[config.mk]
export PLATFORM = sky130hd
export DESIGN_NAME = line_folder_with_tab_expansion_flat
export DESIGN_NICKNAME = d
export VERILOG_FILES = /design/src/hw/rtl/lfte_pkg.sv /design/src/hw/rtl/lfte_if.sv /design/src/hw/rtl/lfte_cell.sv /design/src/hw/rtl/line_folder_with_tab_expansion.sv /design/src/flat_wrapper.sv
export SDC_FILE = /design/constraint.sdc
export NUM_CORES = 1
export LEC_CHECK = 0
export BUFFER_PORTS_ARGS = -buffer_cell sky130_fd_sc_hd__buf_4
export CORE_MARGIN = 2
export CORE_UTILIZATION = 35
export CTS_BUF_LIST = sky130_fd_sc_hd__clkbuf_4
export DETAILED_ROUTE_END_ITERATION = 7
export SLEW_MARGIN = 15
export SYNTH_ARGS = -nofsm -noshare
export SYNTH_HDL_FRONTEND = slang
export SYNTH_SLANG_ARGS = --single-unit
export TNS_END_PERCENT = 30
[constraint.sdc]
create_clock -name clk -period 9.8 [get_ports clk]
set_clock_uncertainty 0.05 [all_clocks]
set_input_delay 0 -clock clk [delete_from_list [all_inputs] [get_ports clk]]
set_output_delay 0 -clock clk [all_outputs]
set_load 0.02 [all_outputs]
[src/hw/rtl/lfte_pkg.sv]
// ----------------------------------------------------------------------------
// lfte_pkg
// Shared constants and types for the line folder with tab expansion.
// ----------------------------------------------------------------------------
package lfte_pkg;

    // Default line length in characters.
    localparam int LINE_WIDTH_DEF = 32;

    // Width of the column count and of every index into the line.
    localparam int COL_W = 6;

    // Width of one character byte and of the tab step register.
    localparam int CHAR_W = 8;
    localparam int STEP_W = 6;

    // Reset value of the tab step register.
    localparam logic [STEP_W-1:0] TAB_STEP_RST = 6'd8;

    // Character codes.
    localparam logic [CHAR_W-1:0] CH_TAB   = 8'd9;
    localparam logic [CHAR_W-1:0] CH_NL    = 8'd10;
    localparam logic [CHAR_W-1:0] CH_SPACE = 8'd32;

    // Control that is common to every cell of the line.
    typedef struct packed {
        logic              shift;
        logic [CHAR_W-1:0] wr_data;
    } cell_ctrl_t;

endpackage

[src/hw/rtl/lfte_if.sv]
// ----------------------------------------------------------------------------
// lfte_in_if / lfte_out_if
// Valid/ready channels for input characters and for emitted characters.
// ----------------------------------------------------------------------------
interface lfte_in_if;
    logic       valid;
    logic       ready;
    logic [7:0] char_in;

    modport source (output valid, output char_in, input ready);
    modport sink (input valid, input char_in, output ready);
endinterface

interface lfte_out_if;
    logic       valid;
    logic       ready;
    logic [7:0] char_out;
    logic       last_of_run;

    modport source (output valid, output char_out, output last_of_run, input ready);
    modport sink (input valid, input char_out, input last_of_run, output ready);
endinterface

[src/hw/rtl/lfte_cell.sv]
// ----------------------------------------------------------------------------
// lfte_cell
// One character position of the line. It loads a new character when its
// position is written and takes its right neighbor's character on a shift.
// ----------------------------------------------------------------------------
module lfte_cell
    import lfte_pkg::*;
(
    input  logic              clk,
    input  cell_ctrl_t        ctrl,
    input  logic              wr_en,
    input  logic [CHAR_W-1:0] nbr_data,
    output logic [CHAR_W-1:0] data
);

    logic [CHAR_W-1:0] data_reg;

    // A write and a shift never coincide; the write takes priority.
    always_ff @(posedge clk)
    begin
        if (wr_en)
        begin
            data_reg <= ctrl.wr_data;
        end
        else if (ctrl.shift)
        begin
            data_reg <= nbr_data;
        end
    end

    assign data = data_reg;

endmodule

[src/hw/rtl/line_folder_with_tab_expansion.sv]
// ----------------------------------------------------------------------------
// line_folder_with_tab_expansion
// Folds a character stream into lines of at most LINE_WIDTH characters.
// ----------------------------------------------------------------------------
// The line is held in a row of LINE_WIDTH character cells. A plain character
// is written into the cell at the current column. When the line fills, the
// block folds just after the last blank at column one or higher (tracked as
// characters arrive, so no search is needed) or at full width, and shifts
// the folded part out of cell 0 one character a cycle while the output is
// ready, followed by a newline; the rest of the line ends up at the front. A
// newline flushes the line the same way when it is not empty. A tab first
// reduces the column modulo the tab step by repeated subtraction to find its
// phase between stops, then writes one space a cycle, and a full line is
// emitted if the spaces reach the end. A tab_step of zero acts as one.
// Configuration is to be written only while no item is in progress; the
// block itself does not enforce this.
// ----------------------------------------------------------------------------
module line_folder_with_tab_expansion
    import lfte_pkg::*;
#(
    parameter int LINE_WIDTH = LINE_WIDTH_DEF
)
(
    input  logic              clk,
    input  logic              rst_n,
    input  logic              cfg_wr_en,
    input  logic [STEP_W-1:0] cfg_wr_data,
    lfte_in_if.sink           in_ch,
    lfte_out_if.source        out_ch
);

    localparam logic [1:0] S_IDLE   = 2'd0;
    localparam logic [1:0] S_TABMOD = 2'd1;
    localparam logic [1:0] S_TAB    = 2'd2;
    localparam logic [1:0] S_EMIT   = 2'd3;

    localparam logic [COL_W-1:0] WIDTH_C = COL_W'(LINE_WIDTH);

    logic [1:0]        state_reg, state_next;
    logic [STEP_W-1:0] tab_step_reg;
    logic [COL_W-1:0]  column_reg, column_next;
    logic [COL_W-1:0]  rem_reg, rem_next;
    logic [COL_W-1:0]  count_reg, count_next;
    logic              sp_valid_reg, sp_valid_next;
    logic [COL_W-1:0]  sp_idx_reg, sp_idx_next;
    logic              out_valid_reg, out_valid_next;
    logic [CHAR_W-1:0] out_char_reg;
    logic              out_last_reg;

    logic [STEP_W-1:0] step_eff;
    logic              in_acc;
    logic              out_load;
    logic              cell_wr;
    logic              is_space;
    logic              hit_valid;
    logic [COL_W-1:0]  hit_idx;
    logic [COL_W-1:0]  fold;
    logic [COL_W-1:0]  col_inc;
    logic [COL_W-1:0]  rem_inc;
    cell_ctrl_t        cell_ctrl;
    logic [CHAR_W-1:0] cell_data [LINE_WIDTH];

    assign step_eff = (tab_step_reg == '0) ? STEP_W'(1) : tab_step_reg;
    assign in_ch.ready = (state_reg == S_IDLE);
    assign in_acc = in_ch.valid && in_ch.ready;
    assign out_load = (state_reg == S_EMIT) && (!out_valid_reg || out_ch.ready);

    // A character cell is written for plain characters and for tab spaces.
    assign cell_wr = (in_acc && in_ch.char_in != CH_TAB && in_ch.char_in != CH_NL)
                     || (state_reg == S_TAB);
    assign cell_ctrl.wr_data = (state_reg == S_TAB) ? CH_SPACE : in_ch.char_in;
    assign cell_ctrl.shift = out_load && (count_reg != '0);

    // Fold point: just after the last blank at column one or higher.
    assign is_space = (in_ch.char_in == CH_SPACE) && (column_reg != '0);
    assign hit_valid = is_space || sp_valid_reg;
    assign hit_idx = is_space ? column_reg : sp_idx_reg;
    assign fold = hit_valid ? hit_idx + COL_W'(1) : WIDTH_C;
    assign col_inc = column_reg + COL_W'(1);
    assign rem_inc = (rem_reg + COL_W'(1) == COL_W'(step_eff)) ? '0 : rem_reg + COL_W'(1);

    // Row of character cells; each shifts toward cell 0 during emission.
    for (genvar i = 0; i < LINE_WIDTH; i++)
    begin : g_cell
        logic [CHAR_W-1:0] nbr;
        if (i == LINE_WIDTH - 1)
        begin : g_end
            assign nbr = CH_SPACE;
        end
        else
        begin : g_mid
            assign nbr = cell_data[i+1];
        end
        lfte_cell u_cell (
            .clk      (clk),
            .ctrl     (cell_ctrl),
            .wr_en    (cell_wr && column_reg == COL_W'(i)),
            .nbr_data (nbr),
            .data     (cell_data[i])
        );
    end

    // Sequencer for characters, tabs and line emission.
    always_comb
    begin
        state_next    = state_reg;
        column_next   = column_reg;
        rem_next      = rem_reg;
        count_next    = count_reg;
        sp_valid_next = sp_valid_reg;
        sp_idx_next   = sp_idx_reg;
        case (state_reg)
            S_IDLE:
            begin
                if (in_acc)
                begin
                    if (in_ch.char_in == CH_TAB)
                    begin
                        rem_next   = column_reg;
                        state_next = S_TABMOD;
                    end
                    else if (in_ch.char_in == CH_NL)
                    begin
                        count_next    = column_reg;
                        column_next   = '0;
                        sp_valid_next = 1'b0;
                        if (column_reg != '0)
                        begin
                            state_next = S_EMIT;
                        end
                    end
                    else if (col_inc == WIDTH_C)
                    begin
                        count_next    = fold;
                        column_next   = WIDTH_C - fold;
                        sp_valid_next = 1'b0;
                        state_next    = S_EMIT;
                    end
                    else
                    begin
                        column_next = col_inc;
                        if (is_space)
                        begin
                            sp_valid_next = 1'b1;
                            sp_idx_next   = column_reg;
                        end
                    end
                end
            end
            S_TABMOD:
            begin
                // Reduce the column modulo the tab step, one subtraction a cycle.
                if (rem_reg >= COL_W'(step_eff))
                begin
                    rem_next = rem_reg - COL_W'(step_eff);
                end
                else
                begin
                    state_next = S_TAB;
                end
            end
            S_TAB:
            begin
                if (column_reg != '0)
                begin
                    sp_valid_next = 1'b1;
                    sp_idx_next   = column_reg;
                end
                rem_next = rem_inc;
                if (col_inc == WIDTH_C)
                begin
                    count_next    = WIDTH_C;
                    column_next   = '0;
                    sp_valid_next = 1'b0;
                    state_next    = S_EMIT;
                end
                else
                begin
                    column_next = col_inc;
                    if (rem_inc == '0)
                    begin
                        state_next = S_IDLE;
                    end
                end
            end
            S_EMIT:
            begin
                if (out_load)
                begin
                    if (count_reg != '0)
                    begin
                        count_next = count_reg - COL_W'(1);
                    end
                    else
                    begin
                        state_next = S_IDLE;
                    end
                end
            end
            default:
            begin
                state_next = S_IDLE;
            end
        endcase
    end

    // Output register valid.
    always_comb
    begin
        if (out_load)
        begin
            out_valid_next = 1'b1;
        end
        else if (out_ch.ready)
        begin
            out_valid_next = 1'b0;
        end
        else
        begin
            out_valid_next = out_valid_reg;
        end
    end

    // Control registers.
    always_ff @(posedge clk or negedge rst_n)
    begin
        if (!rst_n)
        begin
            state_reg     <= S_IDLE;
            tab_step_reg  <= TAB_STEP_RST;
            column_reg    <= '0;
            rem_reg       <= '0;
            count_reg     <= '0;
            sp_valid_reg  <= 1'b0;
            sp_idx_reg    <= '0;
            out_valid_reg <= 1'b0;
        end
        else
        begin
            state_reg     <= state_next;
            column_reg    <= column_next;
            rem_reg       <= rem_next;
            count_reg     <= count_next;
            sp_valid_reg  <= sp_valid_next;
            sp_idx_reg    <= sp_idx_next;
            out_valid_reg <= out_valid_next;
            if (cfg_wr_en)
            begin
                tab_step_reg <= cfg_wr_data;
            end
        end
    end

    // Output payload: a stored character, or the closing newline.
    always_ff @(posedge clk)
    begin
        if (out_load)
        begin
            out_char_reg <= (count_reg != '0) ? cell_data[0] : CH_NL;
            out_last_reg <= (count_reg == '0);
        end
    end

    assign out_ch.valid       = out_valid_reg;
    assign out_ch.char_out    = out_char_reg;
    assign out_ch.last_of_run = out_last_reg;

endmodule

[src/flat_wrapper.sv]
// flat-port wrapper written by rule: the top's interface ports become plain ports
module line_folder_with_tab_expansion_flat import lfte_pkg::*;
#(
    parameter int LINE_WIDTH = LINE_WIDTH_DEF
)
  (clk, rst_n, cfg_wr_en, cfg_wr_data, in_ch_valid, in_ch_char_in, in_ch_ready, out_ch_valid, out_ch_char_out, out_ch_last_of_run, out_ch_ready);
  lfte_in_if in_ch_i ();
  lfte_out_if out_ch_i ();
  input  logic clk;
  input  logic rst_n;
  input  logic cfg_wr_en;
  input  logic [STEP_W-1:0] cfg_wr_data;
  input wire logic [$bits(in_ch_i.valid)-1:0] in_ch_valid;
  input wire logic [$bits(in_ch_i.char_in)-1:0] in_ch_char_in;
  output wire logic [$bits(in_ch_i.ready)-1:0] in_ch_ready;
  output wire logic [$bits(out_ch_i.valid)-1:0] out_ch_valid;
  output wire logic [$bits(out_ch_i.char_out)-1:0] out_ch_char_out;
  output wire logic [$bits(out_ch_i.last_of_run)-1:0] out_ch_last_of_run;
  input wire logic [$bits(out_ch_i.ready)-1:0] out_ch_ready;
  assign in_ch_i.valid = in_ch_valid;
  assign in_ch_i.char_in = in_ch_char_in;
  assign in_ch_ready = in_ch_i.ready;
  assign out_ch_valid = out_ch_i.valid;
  assign out_ch_char_out = out_ch_i.char_out;
  assign out_ch_last_of_run = out_ch_i.last_of_run;
  assign out_ch_i.ready = out_ch_ready;
  line_folder_with_tab_expansion #(.LINE_WIDTH(LINE_WIDTH)) u_core (.clk(clk), .rst_n(rst_n), .cfg_wr_en(cfg_wr_en), .cfg_wr_data(cfg_wr_data), .in_ch(in_ch_i), .out_ch(out_ch_i));
endmodule
==> run summary <==
Status: complete, no violations
Vert. Die Dim: 209 um
Reg2reg start: u_core.column_reg[0]
Pint: 3.04 mW
Residual DRC: 0
Syn Area/Cell: 14.3 sq um
Seq/Total Area, Yosys: 59.9%
Total grt overflow: 0
H-tree depth: 3
Async S/R FF share, synth: 11.4%
Input/output buffers: 29
CP Class: flip-flop to flip-flop
Cell family with most CP delay: compound AO/OA/AOI/OAI gates
Setup ws final: 6.42 ns
IO Count: 30
Gate power share: 32.3%
Switching power: 1.56 mW
Max Slew Vio Count: 0
RSZ-0062 raised after global routing: false
Max incr delay on CP: 0.54 ns
Placement Setup Slack: 6.46 ns
Max transition margin: 38.6%
WHS Endpoint: u_core.tab_step_reg[2]
Net Sw Frac: 34.0%
Synth-to-Final Area Change: 13.6%
Setup TNS: 0 ns
Share of layout cells above drive strength 1: 37.5%
Max clock buf depth: 3
Antenna violations before repair: 1
Final Non-Filler Cells: 1709
Placed insts: 1547
Crit path top cell by count: ha_1
LEAKAGE: 5.98 nW
Register-to-register setup slack: 6.42 ns
CP Launch Point: u_core.column_reg[0]
Clock network power share: 22.8%
Worst Path Buf+Inv: 1
R2R Path End: u_core.column_reg[5]
Mux share of post-synthesis cell area: 19.8%
YS warnings: 0
Filler cell count: 3794
CP Cell Sequence: inv_1 -> ha_1 -> and3_1 -> o21ai_0 -> nand2_1 -> ha_1 -> xnor2_1 -> nor3_1 -> a2111oi_4 -> o221ai_1 -> xor2_1 -> a21oi_1
First-pass GRT wire length: 48.7 mm
Primary FF master, synth: edfxtp_1
Drt total wl: 30.6 mm
Core Footprint: 41800 sq um
Hold Path Depth: 3
Detail Route Antenna Nets: 0
R2R depth: 12
#FFs+latches synth: 299
Chip width: 209 um
Per-cell routed wire length: 17.9 um
TritonCTS clock tree: built
Pin count of the biggest net entering global routing: 34
Cells after Synth: 1032
Hpwl dp: 19.3 mm
Insertion delay to the later sink of the worst-skew pair: 0.73 ns
Fmax achieved: 296 MHz
Initial DRC count: 602
Gr usage total: 14.1%
Clock Pin Slew Worst Setup and Hold Paths: 0.06 ns
CP Launch Type: flip-flop
Post-synthesis adder-cell area fraction: 1.75%
Commonest non-fill, non-tap cell in the layout: edfxtp_1
Minimum clock period: 3.38 ns
Vias in the first global route: 8975
P per Cell Area: 275 nW/um^2
TritonCTS buffer count: 77
Flop pwr share: 44.9%
Syn_nets: 1071
Slowest cell on the critical path: dfrtp_1
Worst hold path type: input port to flip-flop
EDFF count, synth: 265
Final setup fails: 0
Synth Area in Compound Gates: 6.25%
Slew @ Worst Pin: 0.916 ns
CP Data Arrival Time: 3.96 ns
Total clock sinks: 299
Clock root cell: clkbuf_4
Synthesized area: 14700 sq um
Final worst-path cycle share: 34.5%
DR vias/cell: 5.11
Commonest cells after routing, fill and taps aside: edfxtp_1, mux2_2, clkbuf_4
Synth unique cells: 76
CP max FO: 13
Synth Area in Simple Gates: 8.07%
RePlAce Congestion: 0.858
Via count: 8739
Row cnt: 75
Layout Nets: 1159
Synth Area in XOR/XNOR: 1.54%
Max FFs per register: 256
Largest family of logic cells by synthesized area: multiplexers
CP endpoint kind: flip-flop
Max cap viols: 0
Initial Util: 35.2%
Final hold violation count: 0
Drt first pass iters: 5
Die ar.: 43700 sq um
Worst vdd ir: 0.105 mV
Worst hold start: cfg_wr_en
Post-CTS Resized: 0
CP required: 10.38 ns
-- layout make-up --
cell class,instances,area [sq um],share of cell area (%)
timing repair buffer,72,633,3.79
clock buffer,111,833,4.98
multi-input combinational,636,5530,33.1
antenna,1,2.50,0.0150
inverter,34,128,0.763
clock inverter,17,113,0.673
sequential,299,8810,52.7
tap,539,674,4.03
-- power by group through the flow --
stage / sequential (mW) / clock [mW] / combinational, mW
6_report: 2.07 / 1.05 / 1.49
5_1_grt: 2.10 / 1.15 / 1.64
4_1_cts: 2.07 / 1.09 / 1.49
3_5_place_dp: 2.09 / 0 / 1.47
3_3_place_gp: 2.09 / 0 / 1.45
2_1_floorplan: 2.02 / 0 / 1.11
-- worst reg2reg max path, cell delays in order (launching register included) --
cell,delay [ns]
dfrtp_1,0.54
inv_1,0.17
ha_1,0.32
and3_1,0.50
o21ai_0,0.20
nand2_1,0.10
ha_1,0.28
xnor2_1,0.15
nor3_1,0.10
a2111oi_4,0.36
o221ai_1,0.19
xor2_1,0.20
a21oi_1,0.17
-- how the worst max path moves through the flow --
| stage | cells past startpoint | endpoint |
|---|---|---|
| 6_report | 12 | u_core.column_reg[5] |
| 5_1_grt | 12 | u_core.column_reg[5] |
| 4_1_cts | 12 | u_core.column_reg[5] |
| 3_5_place_dp | 12 | u_core.column_reg[5] |
| 3_3_place_gp | 12 | u_core.column_reg[5] |
| 2_1_floorplan | 15 | u_core.column_reg[2] |
-- synth_stat cells, drive strengths merged, types with 18 or more instances --
master,count,area (sq um)
inv,33,124
nand3,29,225
mux2,257,2890
ha,19,238
o21ai,40,204
a21oi,26,141
edfxtp,265,7960
dfrtp,33,826
nand2,62,255
buf,20,110
nor2,25,113
and2,18,113
clkbuf,43,161
-- metal layers --
| layer | part of all wire, % | wire length, um | global-route usage, % | up-vias |
|---|---|---|---|---|
| li1 | - | - | - | 4153 |
| met1 | 44 | 13500 | 18.1 | 4253 |
| met2 | 47 | 14500 | 23.0 | 276 |
| met3 | 6.1 | 1860 | 3.49 | 57 |
| met4 | 2.2 | 687 | 5.89 | 0 |
| met5 | 0 | 0 | 0 | - |
-- logic make-up (layout without fill, tap and decap cells) --
group           count (synthesis)  count (layout)
xor+xnor                       21              21
flops                         299             299
compound gates                131             131
other cells                     0               1
buf+inv                        97             234
simple gates                  205             205
mux                           259             259
fa+ha+maj                      20              20
-- through the flow --
stage	hold WS [ns]	util (%)	cell area, sq um	power (mW)
floorplan	-0.346	-	14700	3.14
detailed placement	-0.0513	37.0	15400	3.56
CTS	0.00832	40.0	16700	4.65
global route	0.0842	40.0	16700	4.90
finish	0.0863	40.0	16700	4.60
global placement	-0.0626	37.0	15400	3.54
-- what timing repair did --
item                      CTS  global route
hold buffers               33             0
hold endpoints to repair   62             0
buffers inserted            0             0
No activity file was read; power rests on OpenSTA's default activity.
